<file path="src/rtl/dmc_ram.sv">
// Generic single-write, single-read RAM with registered read data.
// Holds the visited map and the cell stack; no dependencies.
`default_nettype none

module dmc_ram #(
   parameter int WIDTH = 1,
   parameter int DEPTH = 4
) (
   input  wire logic                     clock,
   input  wire logic                     wr_en,
   input  wire logic [$clog2(DEPTH)-1:0] wr_addr,
   input  wire logic [WIDTH-1:0]         wr_data,
   input  wire logic                     rd_en,
   input  wire logic [$clog2(DEPTH)-1:0] rd_addr,
   output logic      [WIDTH-1:0]         rd_data
);

   logic [WIDTH-1:0] mem [DEPTH];
   logic [WIDTH-1:0] rd_data_ff;

   // Write port and registered read port
   always_ff @(posedge clock) begin
      if (wr_en) begin
         mem[wr_addr] <= wr_data;
      end
      if (rd_en) begin
         rd_data_ff <= mem[rd_addr];
      end
   end

   assign rd_data = rd_data_ff;

endmodule

`default_nettype wire

</file>
<file path="config.mk">
export PLATFORM = sky130hd
export DESIGN_NAME = dmc_ram
export DESIGN_NICKNAME = d
export VERILOG_FILES = /design/src/rtl/dmc_ram.sv
export SDC_FILE = /design/constraint.sdc
export NUM_CORES = 1
export LEC_CHECK = 0
export BUFFER_PORTS_ARGS = -buffer_cell sky130_fd_sc_hd__buf_4
export CORE_AREA = 3 3 40 42
export DETAILED_ROUTE_END_ITERATION = 6
export DIE_AREA = 0 0 43 45
export GPL_TIMING_DRIVEN = 1
export PLACE_DENSITY = 0.36
export REMOVE_ABC_BUFFERS = 1
export SYNTH_ARGS = -nofsm -noshare
export SYNTH_HDL_FRONTEND = slang
export SYNTH_SLANG_ARGS = --single-unit
</file>
<file path="constraint.sdc">
create_clock -name clock -period 1.8 [get_ports clock]
set_clock_uncertainty 0.2 [all_clocks]
set_input_delay 0.54 -clock clock [delete_from_list [all_inputs] [get_ports clock]]
set_output_delay 0.54 -clock clock [all_outputs]
set_load 0.05 [all_outputs]
</file>
==> metrics.json <==
{
  "crit_path_max_delay_family": "flip-flops",
  "cp_max_fo": 1,
  "die_ht_um": 45,
  "detailedRoute.firstPassIterationCount": 2,
  "critPathBufInv": 1,
  "fmax_ghz": 0.658,
  "cts.sinks": 5,
  "top_level_ports": 9,
  "grt_setup_unrepaired": "false",
  "avgSynthCellArea_um2": 20.4,
  "max_cap_viol_count": 0,
  "timing.reg2reg.worst_path_depth": 1,
  "cts.repair.resized": 0,
  "hold_ws_ns": 0.296,
  "clock_latency_of_the_later_clocked_register_in_the_worst_skew_pair_ns": 0.24,
  "grt_remaining_overflow": 0,
  "grt_start_max_net_pins": 5,
  "grt_first_pass_wirelength_um": 579,
  "routed_via_density": 3.81,
  "cts_inserted_buffers": 3,
  "cts_htree_levels": 1,
  "cp.depth": 1,
  "layout_setup_ws_ns": 0.280,
  "initial_core_util": 0.159,
  "worstSetupEndpoint": "rd_data",
  "post-cts-setup-buffer-count": 0,
  "routedWlPerCell_um": 10.5,
  "groute.usage.overall": 0.0496,
  "layout_commonest_cell": "sky130_fd_sc_hd__buf_4",
  "worst_pin_slew_ns": 0.253,
  "synth_cell_types": 5,
  "static-leakage-power_nw": 0.127,
  "netlist_area_um2": 204,
  "worst_r2r_endpoint": "rd_data$_DFFE_PP_",
  "via_count": 141,
  "period_minus_slack_ns": 1.52,
  "route.detailed.drc": 0,
  "cp.required_ns": 1.06,
  "worst_slew_margin_relative_to_its_limit": 0.831,
  "worstReg2RegStart": "mem[0]$_DFFE_PP_",
  "n_antenna_cell": 0,
  "cts-root-to-sink-buffers": 2,
  "syn_to_final_growth_pct": 51.5,
  "gr-usage-met3": 0.0637,
  "grt_antenna_before_repair": 0,
  "maximum_vdd_ir_drop_mv": 0.383,
  "port_buffers": 8,
  "crit_path_cell_trace": "buf_4",
  "floorplan.die.width_um": 43,
  "routabilityCongestion": 0.596,
  "finalWirelength_um": 389,
  "final_antenna_net_count": 0,
  "timing.critical_path.slowest_cell_delay_ns": 0.35,
  "cp_slowest_cell": "sky130_fd_sc_hd__edfxtp_1",
  "clk_root_buffer_cell": "sky130_fd_sc_hd__clkbuf_4",
  "timing_max_transition_violations_final": 0,
  "r2r_slack_ns": 0.53,
  "placement_rows": 13,
  "post-place-ws_ns": 0.222,
  "dieArea_um2": 1940,
  "fraction_of_final_layout_cells_sized_beyond_drive_strength_1": 0.545,
  "worst_ep_arrival_time_ns": 0.78,
  "clk_pin_slew_worst_paths_ns": 0.04,
  "run_status": "complete, no violations",
  "drt_first_iter_violations": 2,
  "use_met2": 0.0749,
  "ys_seq_elements": 5,
  "type_of_element_launching_the_critical_path": "flip-flop",
  "mapped_cells": 10,
  "number_of_setup_violations_in_the_final_report": 0,
  "timing.critical_path.from": "rd_data$_DFFE_PP_",
  "totalNegativeSetupSlack_ns": 0,
  "cts_hold_buf": 0,
  "most_used_cells_in_the_layout_excluding_fill_and_tap_cells": "sky130_fd_sc_hd__buf_4, sky130_fd_sc_hd__edfxtp_1, sky130_fd_sc_hd__clkbuf_4",
  "final_period_util": 0.845,
  "final_core_utilization": 0.241,
  "crit_type": "flip-flop to output port",
  "grt_pass1_vias": 143,
  "timing_hold_violations_final": 0,
  "power_density_nw_per_um2": 955,
  "clock_tree_from_tritoncts": "built",
  "placeableCoreArea_um2": 1280,
  "nNetsFinal": 31,
  "total_power_of_the_final_layout_uw": 295,
  "use_met1": 0.0372,
  "hold_path_class": "primary input to flip-flop",
  "synth_seq_area_share": 0.736,
  "setup.worst_path.end_class": "output port",
  "synth_warnings": 0,
  "global_route.peak_usage_layer": "met2"
}
==> flip-flops by register name (all words and copies together) (netlist names) <==
name     flops
mem          4
rd_data      1
==> per-stage QoR <==
step	instances	instance area, um^2
global route	37	309
CTS	37	309
detailed placement	33	283
global placement	33	283
floorplan	10	204
finish	37	309
==> worst min-delay path by stage <==
stage / cells past startpoint / to / slack [ns] / from
detailed placement: 1 / rd_data$_DFFE_PP_ / 0.43 / mem[3]$_DFFE_PP_
global placement: 1 / rd_data$_DFFE_PP_ / 0.44 / mem[2]$_DFFE_PP_
finish: 1 / rd_data$_DFFE_PP_ / 0.30 / rd_en
floorplan: 1 / rd_data$_DFFE_PP_ / 0.41 / mem[2]$_DFFE_PP_
global route: 1 / rd_data$_DFFE_PP_ / 0.27 / rd_en
CTS: 1 / rd_data$_DFFE_PP_ / 0.29 / rd_en
==> cell families after synthesis <==
| group | after synthesis | share of synthesized area |
|---|---|---|
| and+or+nand+nor | 4 | 0.153 |
| DFF | 5 | 0.736 |
| muxes | 1 | 0.110 |
==> cells in the mapped netlist, drive strengths merged <==
cell | instances | share of area
and3 | 1 | 0.031
and3b | 2 | 0.086
edfxtp | 5 | 0.74
mux4 | 1 | 0.11
nor3b | 1 | 0.037
==> power breakdown <==
| part | internal, mW | switching (mW) | leakage [nW] |
|---|---|---|---|
| clock | 0.0836 | 0.0430 | 0.0150 |
| sequential | 0.136 | 0.00150 | 0.0465 |
| combinational | 0.0174 | 0.0136 | 0.0658 |
==> area by class of cell <==
type                    count  area, um^2
well taps                  15        18.8
multi-input cells           5        53.8
repair buffers              8        60.1
clock buffers               4        26.3
fillers                   140         976
flip-flops and latches      5         150
==> layer usage <==
layer | part of all wire | up-vias
li1 | - | 65
met1 | 0.40 | 66
met2 | 0.46 | 10
met3 | 0.14 | 0
met4 | 0 | 0
met5 | 0 | -
(Power assumes the default switching activity.)
