===== config.mk =====
export PLATFORM = sky130hd
export DESIGN_NAME = dmc_nbr
export DESIGN_NICKNAME = d
export VERILOG_FILES = /design/src/rtl/dmc_pkg.sv /design/src/rtl/dmc_nbr.sv
export SDC_FILE = /design/constraint.sdc
export NUM_CORES = 1
export LEC_CHECK = 0
export ABC_AREA = 1
export ABC_CLOCK_PERIOD_IN_PS = 6450
export BUFFER_PORTS_ARGS = -buffer_cell sky130_fd_sc_hd__buf_2
export CAP_MARGIN = 25
export CORE_MARGIN = 8
export CORE_UTILIZATION = 49
export DETAILED_ROUTE_END_ITERATION = 16
export PLACE_DENSITY = 0.85
export SLEW_MARGIN = 10
export SYNTH_ARGS = -nofsm -noshare
export SYNTH_HDL_FRONTEND = slang
export SYNTH_SLANG_ARGS = --single-unit

===== constraint.sdc =====
create_clock -name vclk -period 6.45
set_input_delay 0.9675 -clock vclk [all_inputs]
set_output_delay 0.9675 -clock vclk [all_outputs]
set_load 0.005 [all_outputs]

===== src/rtl/dmc_pkg.sv =====
// Shared types, constants and helper functions for the DFS maze carver.
// Used by dmc_nbr, dfs_maze_carver_top and the testbench; depends on nothing else.
`default_nettype none

package dmc_pkg;

   // Grid geometry: sides up to MAX_SIDE, odd cells packed as {row/2, col/2}
   localparam int MAX_SIDE  = 63;
   localparam int HALF_SIDE = (MAX_SIDE + 1) / 2;
   localparam int HALF_W    = $clog2(HALF_SIDE);
   localparam int SIDE_W    = HALF_W + 1;
   localparam int CELL_W    = 2 * HALF_W;
   localparam int CELL_SLOTS = HALF_SIDE * HALF_SIDE;

   // Default stack depth handed to the top level
   localparam int STACK_DEPTH_DEF = 1024;

   // Field widths of the channels
   localparam int PERM_W  = 5;
   localparam int CSR_IDX_W = 2;

   // Configuration register indexes
   localparam logic [CSR_IDX_W-1:0] CSR_ROWS = 2'd0;
   localparam logic [CSR_IDX_W-1:0] CSR_COLS = 2'd1;

   // Reset values of the requested sides
   localparam logic [SIDE_W-1:0] ROWS_REQ_RST = 6'd21;
   localparam logic [SIDE_W-1:0] COLS_REQ_RST = 6'd41;
   localparam logic [SIDE_W-1:0] SIDE_MIN     = 6'd3;

   // Command codes
   localparam logic CMD_START = 1'b0;
   localparam logic CMD_STEP  = 1'b1;

   typedef enum logic [1:0] {
      DIR_RIGHT,
      DIR_LEFT,
      DIR_DOWN,
      DIR_UP
   } dir_type;

   typedef enum logic [3:0] {
      ST_IDLE,
      ST_CLEAR,
      ST_SEED,
      ST_POP,
      ST_TOP,
      ST_LOOK,
      ST_TEST,
      ST_PUSH_CUR,
      ST_PUSH_NEW,
      ST_SEND
   } state_type;

   // Result of one neighbor probe
   typedef struct packed {
      logic              ok;
      logic [SIDE_W-1:0] wall_row;
      logic [SIDE_W-1:0] wall_col;
      logic [SIDE_W-1:0] nb_row;
      logic [SIDE_W-1:0] nb_col;
      logic [CELL_W-1:0] idx;
   } nbr_res_type;

   // Round a requested side up to odd and at least three
   function automatic logic [SIDE_W-1:0] side_fix(input logic [SIDE_W-1:0] v);
      logic [SIDE_W-1:0] r;
      if (v < SIDE_MIN) begin
         r = SIDE_MIN;
      end else begin
         r = v | SIDE_W'(1);
      end
      return r;
   endfunction

   // Lexicographic permutation of right, left, down, up; first direction in [7:6]
   function automatic logic [7:0] perm_order(input logic [PERM_W-1:0] p);
      logic [7:0] w;
      case (p)
         5'd0:    w = 8'h1B;
         5'd1:    w = 8'h1E;
         5'd2:    w = 8'h27;
         5'd3:    w = 8'h2D;
         5'd4:    w = 8'h36;
         5'd5:    w = 8'h39;
         5'd6:    w = 8'h4B;
         5'd7:    w = 8'h4E;
         5'd8:    w = 8'h63;
         5'd9:    w = 8'h6C;
         5'd10:   w = 8'h72;
         5'd11:   w = 8'h78;
         5'd12:   w = 8'h87;
         5'd13:   w = 8'h8D;
         5'd14:   w = 8'h93;
         5'd15:   w = 8'h9C;
         5'd16:   w = 8'hB1;
         5'd17:   w = 8'hB4;
         5'd18:   w = 8'hC6;
         5'd19:   w = 8'hC9;
         5'd20:   w = 8'hD2;
         5'd21:   w = 8'hD8;
         5'd22:   w = 8'hE1;
         5'd23:   w = 8'hE4;
         default: w = 8'h1B;
      endcase
      return w;
   endfunction

   // Pick the direction tried at position k of an order word
   function automatic dir_type dir_pick(input logic [7:0] w, input logic [1:0] k);
      dir_type d;
      case (k)
         2'd0:    d = dir_type'(w[7:6]);
         2'd1:    d = dir_type'(w[5:4]);
         2'd2:    d = dir_type'(w[3:2]);
         2'd3:    d = dir_type'(w[1:0]);
         default: d = DIR_RIGHT;
      endcase
      return d;
   endfunction

endpackage

`default_nettype wire


===== src/rtl/dmc_nbr.sv =====
// Neighbor probe unit: one direction per use, gives wall cell, neighbor
// cell, bounds result and map index. Depends on dmc_pkg.
`default_nettype none

module dmc_nbr (
   input  wire logic [dmc_pkg::SIDE_W-1:0] cur_row,
   input  wire logic [dmc_pkg::SIDE_W-1:0] cur_col,
   input  wire dmc_pkg::dir_type           dir,
   input  wire logic [dmc_pkg::SIDE_W-1:0] rows_used,
   input  wire logic [dmc_pkg::SIDE_W-1:0] cols_used,
   output dmc_pkg::nbr_res_type            res
);
   import dmc_pkg::*;

   logic signed [SIDE_W+1:0] dr;
   logic signed [SIDE_W+1:0] dc;
   logic signed [SIDE_W+1:0] wr;
   logic signed [SIDE_W+1:0] wc;
   logic signed [SIDE_W+1:0] nr;
   logic signed [SIDE_W+1:0] nc;
   logic signed [SIDE_W+1:0] rlim;
   logic signed [SIDE_W+1:0] clim;

   // Unit step of the direction
   always_comb begin
      dr = '0;
      dc = '0;
      case (dir)
         DIR_RIGHT: dc = (SIDE_W+2)'(1);
         DIR_LEFT:  dc = -(SIDE_W+2)'(1);
         DIR_DOWN:  dr = (SIDE_W+2)'(1);
         DIR_UP:    dr = -(SIDE_W+2)'(1);
         default:   dr = '0;
      endcase
   end

   // Wall one step away, neighbor two steps away, interior bounds check
   always_comb begin
      wr   = $signed({2'b00, cur_row}) + dr;
      wc   = $signed({2'b00, cur_col}) + dc;
      nr   = wr + dr;
      nc   = wc + dc;
      rlim = $signed({2'b00, rows_used}) - (SIDE_W+2)'(1);
      clim = $signed({2'b00, cols_used}) - (SIDE_W+2)'(1);
      res.ok       = (nr > 0) && (nr < rlim) && (nc > 0) && (nc < clim);
      res.wall_row = wr[SIDE_W-1:0];
      res.wall_col = wc[SIDE_W-1:0];
      res.nb_row   = nr[SIDE_W-1:0];
      res.nb_col   = nc[SIDE_W-1:0];
      res.idx      = {nr[HALF_W:1], nc[HALF_W:1]};
   end

endmodule

`default_nettype wire


==> summary.md <==
| Metric | Value |
|---|---|
| Status | `complete, no violations` |
| Antenna violations before repair | `0` |
| Crit end category | `primary output` |
| Total power after layout | `309 µW` |
| # hold bufs at CTS | `0` |
| Final nets | `443` |
| Setup TNS | `0 ns` |
| Max-cap violations | `0` |
| Worst Path Required | `5.48 ns` |
| Initial Utilization | `0.502` |
| Delay of the slowest critical-path stage | `0.33 ns` |
| First-pass GRT wire length | `8360 µm` |
| Number of setup buffers added after CTS | `0` |
| Pwr/cell area | `136 mW/mm²` |
| Library cells used by synthesis | `30` |
| Pre-Repair DR Iteration Count | `4` |
| # port buffers | `61` |
| Std cell rows | `23` |
| Global routing's busiest layer | `met2` |
| Via count | `2105` |
| Max Clk Rate | `0.181 GHz` |
| Antenna Nets Post-Route | `0` |
| Post-route minimum period | `5.54 ns` |
| Endpoints failing setup | `0` |
| CP bufs+invs | `7` |
| Most Frequent Cell on Critical Path | `nand2_1` |
| Post-Syn Nets | `391` |
| Layout cells sized above 1 | `0.273` |
| Yosys top cell area share | `0.221` |
| CP arrival | `4.57 ns` |
| Startpoint Class | `primary input` |
| CP top delay family | `simple AND/OR/NAND/NOR gates` |
| Top-count cell post-synth | `nand2_1` |
| Crit-path slowest cell | `ha_1` |
| Clock buffers | `0` |
| Die Wd | `79.5 µm` |
| Largest net degree at the start of global routing | `15` |
| Synth top cells by count | `65 x nand2_1, 62 x inv_1, 35 x ha_1, 31 x nand3_1, 19 x nor2_1` |
| Vias per cell | `4.93` |
| Synth Warn # | `0` |
| Worst slew pin tran | `0.303 ns` |
| Hold Startpoint | `cur_col[1]` |
| DR iter-0 viols | `62` |
| Die area | `0.00633 mm²` |
| Hold Path Depth | `3` |
| Post-synth top area cell | `ha_1` |
| Drt wl/cell | `11.3 µm` |
| Post-CTS resize count | `0` |
| Post-synth design cell area | `0.00198 mm²` |
| Met1 usage | `0.169` |
| Die height | `79.5 µm` |
| Global-route track usage on met2 | `0.284` |
| Mapped Avg Cell Area | `6.05 µm²` |
| Worst Hold End | `res[23]` |
| GRT overflow | `0` |
| Final worst path period share | `0.859` |
| Final WL | `4820 µm` |
| Max-slew headroom | `0.796` |
| Leak | `0.00142 µW` |
| Fin. max-slew vios | `0` |
| Type of the tightest min-delay check | `primary input to primary output` |
| Top post-synthesis cells by area | `ha_1 22%, nand2_1 12%, inv_1 12%, nand3_1 7.8%, nand2_2 5.7%` |
| Gpl congestion | `0.914` |
| Crit Path Max Fanout | `14` |
| Unrepaired setup endpoints after global routing | `false` |
| Post-Synthesis Cells | `327` |
| Hold Vio Cnt, Final | `0` |
| Share of the yosys chip area belonging to registers | `0` |
| Vias in the first global route | `2131` |
| FF+latch area | `0 µm²` |
| Ports | `61` |
| CORE AREA | `0.00394 mm²` |
| FFs & Latches | `0` |
| Post-route DRC | `0` |
| Max VDD drop | `0.0548 mV` |
| CP Class | `primary input to primary output` |
| Gr usage total | `0.149` |
| Detailed Place HPWL | `4360 µm` |
| Area Growth Syn to Fin | `14.6%` |
| Ant. Diodes | `0` |
| Global-route met3 utilization | `0.0236` |
per-stage QoR:
step | instance area (µm²) | cells | util | setup WS (ns) | hold slack, ns
floorplan | 1980 | 327 | - | 0.925 | 2.13
global route | 2270 | 427 | 0.575 | 0.505 | 2.45
finish | 2270 | 427 | 0.575 | 0.912 | 2.41
CTS | 2270 | 427 | 0.575 | 0.913 | 2.41
detailed placement | 2270 | 427 | 0.575 | 0.914 | 2.41
global placement | 2270 | 427 | 0.575 | 1.07 | 2.39
cells in the final DEF, fill, tap and decap left out, types with 3 or more instances in the layout:
| master | count |
|---|---|
| xnor2_1 | 6 |
| inv_1 | 62 |
| nor2_1 | 19 |
| nand2_1 | 65 |
| nand3_1 | 31 |
| nor2_2 | 4 |
| inv_2 | 3 |
| xor2_1 | 12 |
| nand2_2 | 18 |
| ha_1 | 35 |
| nor3_1 | 3 |
| nand2_4 | 3 |
| nand4_1 | 4 |
| nand3_2 | 8 |
| a21oi_1 | 16 |
| fa_1 | 3 |
| o21ai_0 | 9 |
| buf_2 | 61 |
worst min-delay path, cell delays in order:
cell and delay [ns]:
buf_2 0.11, fa_1 0.23, buf_2 0.13
worst max path at each step:
stage | start | endpoint | cells after the start
2_1_floorplan | dir[1] | res[34] | 26
3_3_place_gp | dir[1] | res[34] | 28
3_5_place_dp | dir[1] | res[34] | 26
4_1_cts | dir[1] | res[34] | 26
5_1_grt | dir[1] | res[34] | 28
6_report | dir[1] | res[34] | 28
final cells by class:
cell class                      count  area (µm²)
Fill cell                         380        1680
Inverter                           66         253
Multi-Input combinational cell    249        1640
Tap cell                           50        62.6
Timing Repair Buffer               62         313
routing by layer:
layer | wire length, µm | vias to the layer above
li1 | - | 1133
met1 | 2210 | 922
met2 | 2300 | 46
met3 | 276 | 4
met4 | 36 | 0
met5 | 0 | -
report_power, final:
part	switching (µW)	total [µW]	internal, µW
combinational	181	309	129
sequential	0	0	0
clock	0	0	0
cells by family (layout without fill, tap and decap cells):
kind of cell,after synthesis,in the layout,share of synthesized area
AOI/OAI and AO/OA,32,32,0.0898
and+or+nand+nor,161,161,0.407
adders and majority gates,38,38,0.252
xor gates and xnor gates,18,18,0.0797
buffers and inverters,78,128,0.171
Note: power is estimated with default switching activity, not from simulation.
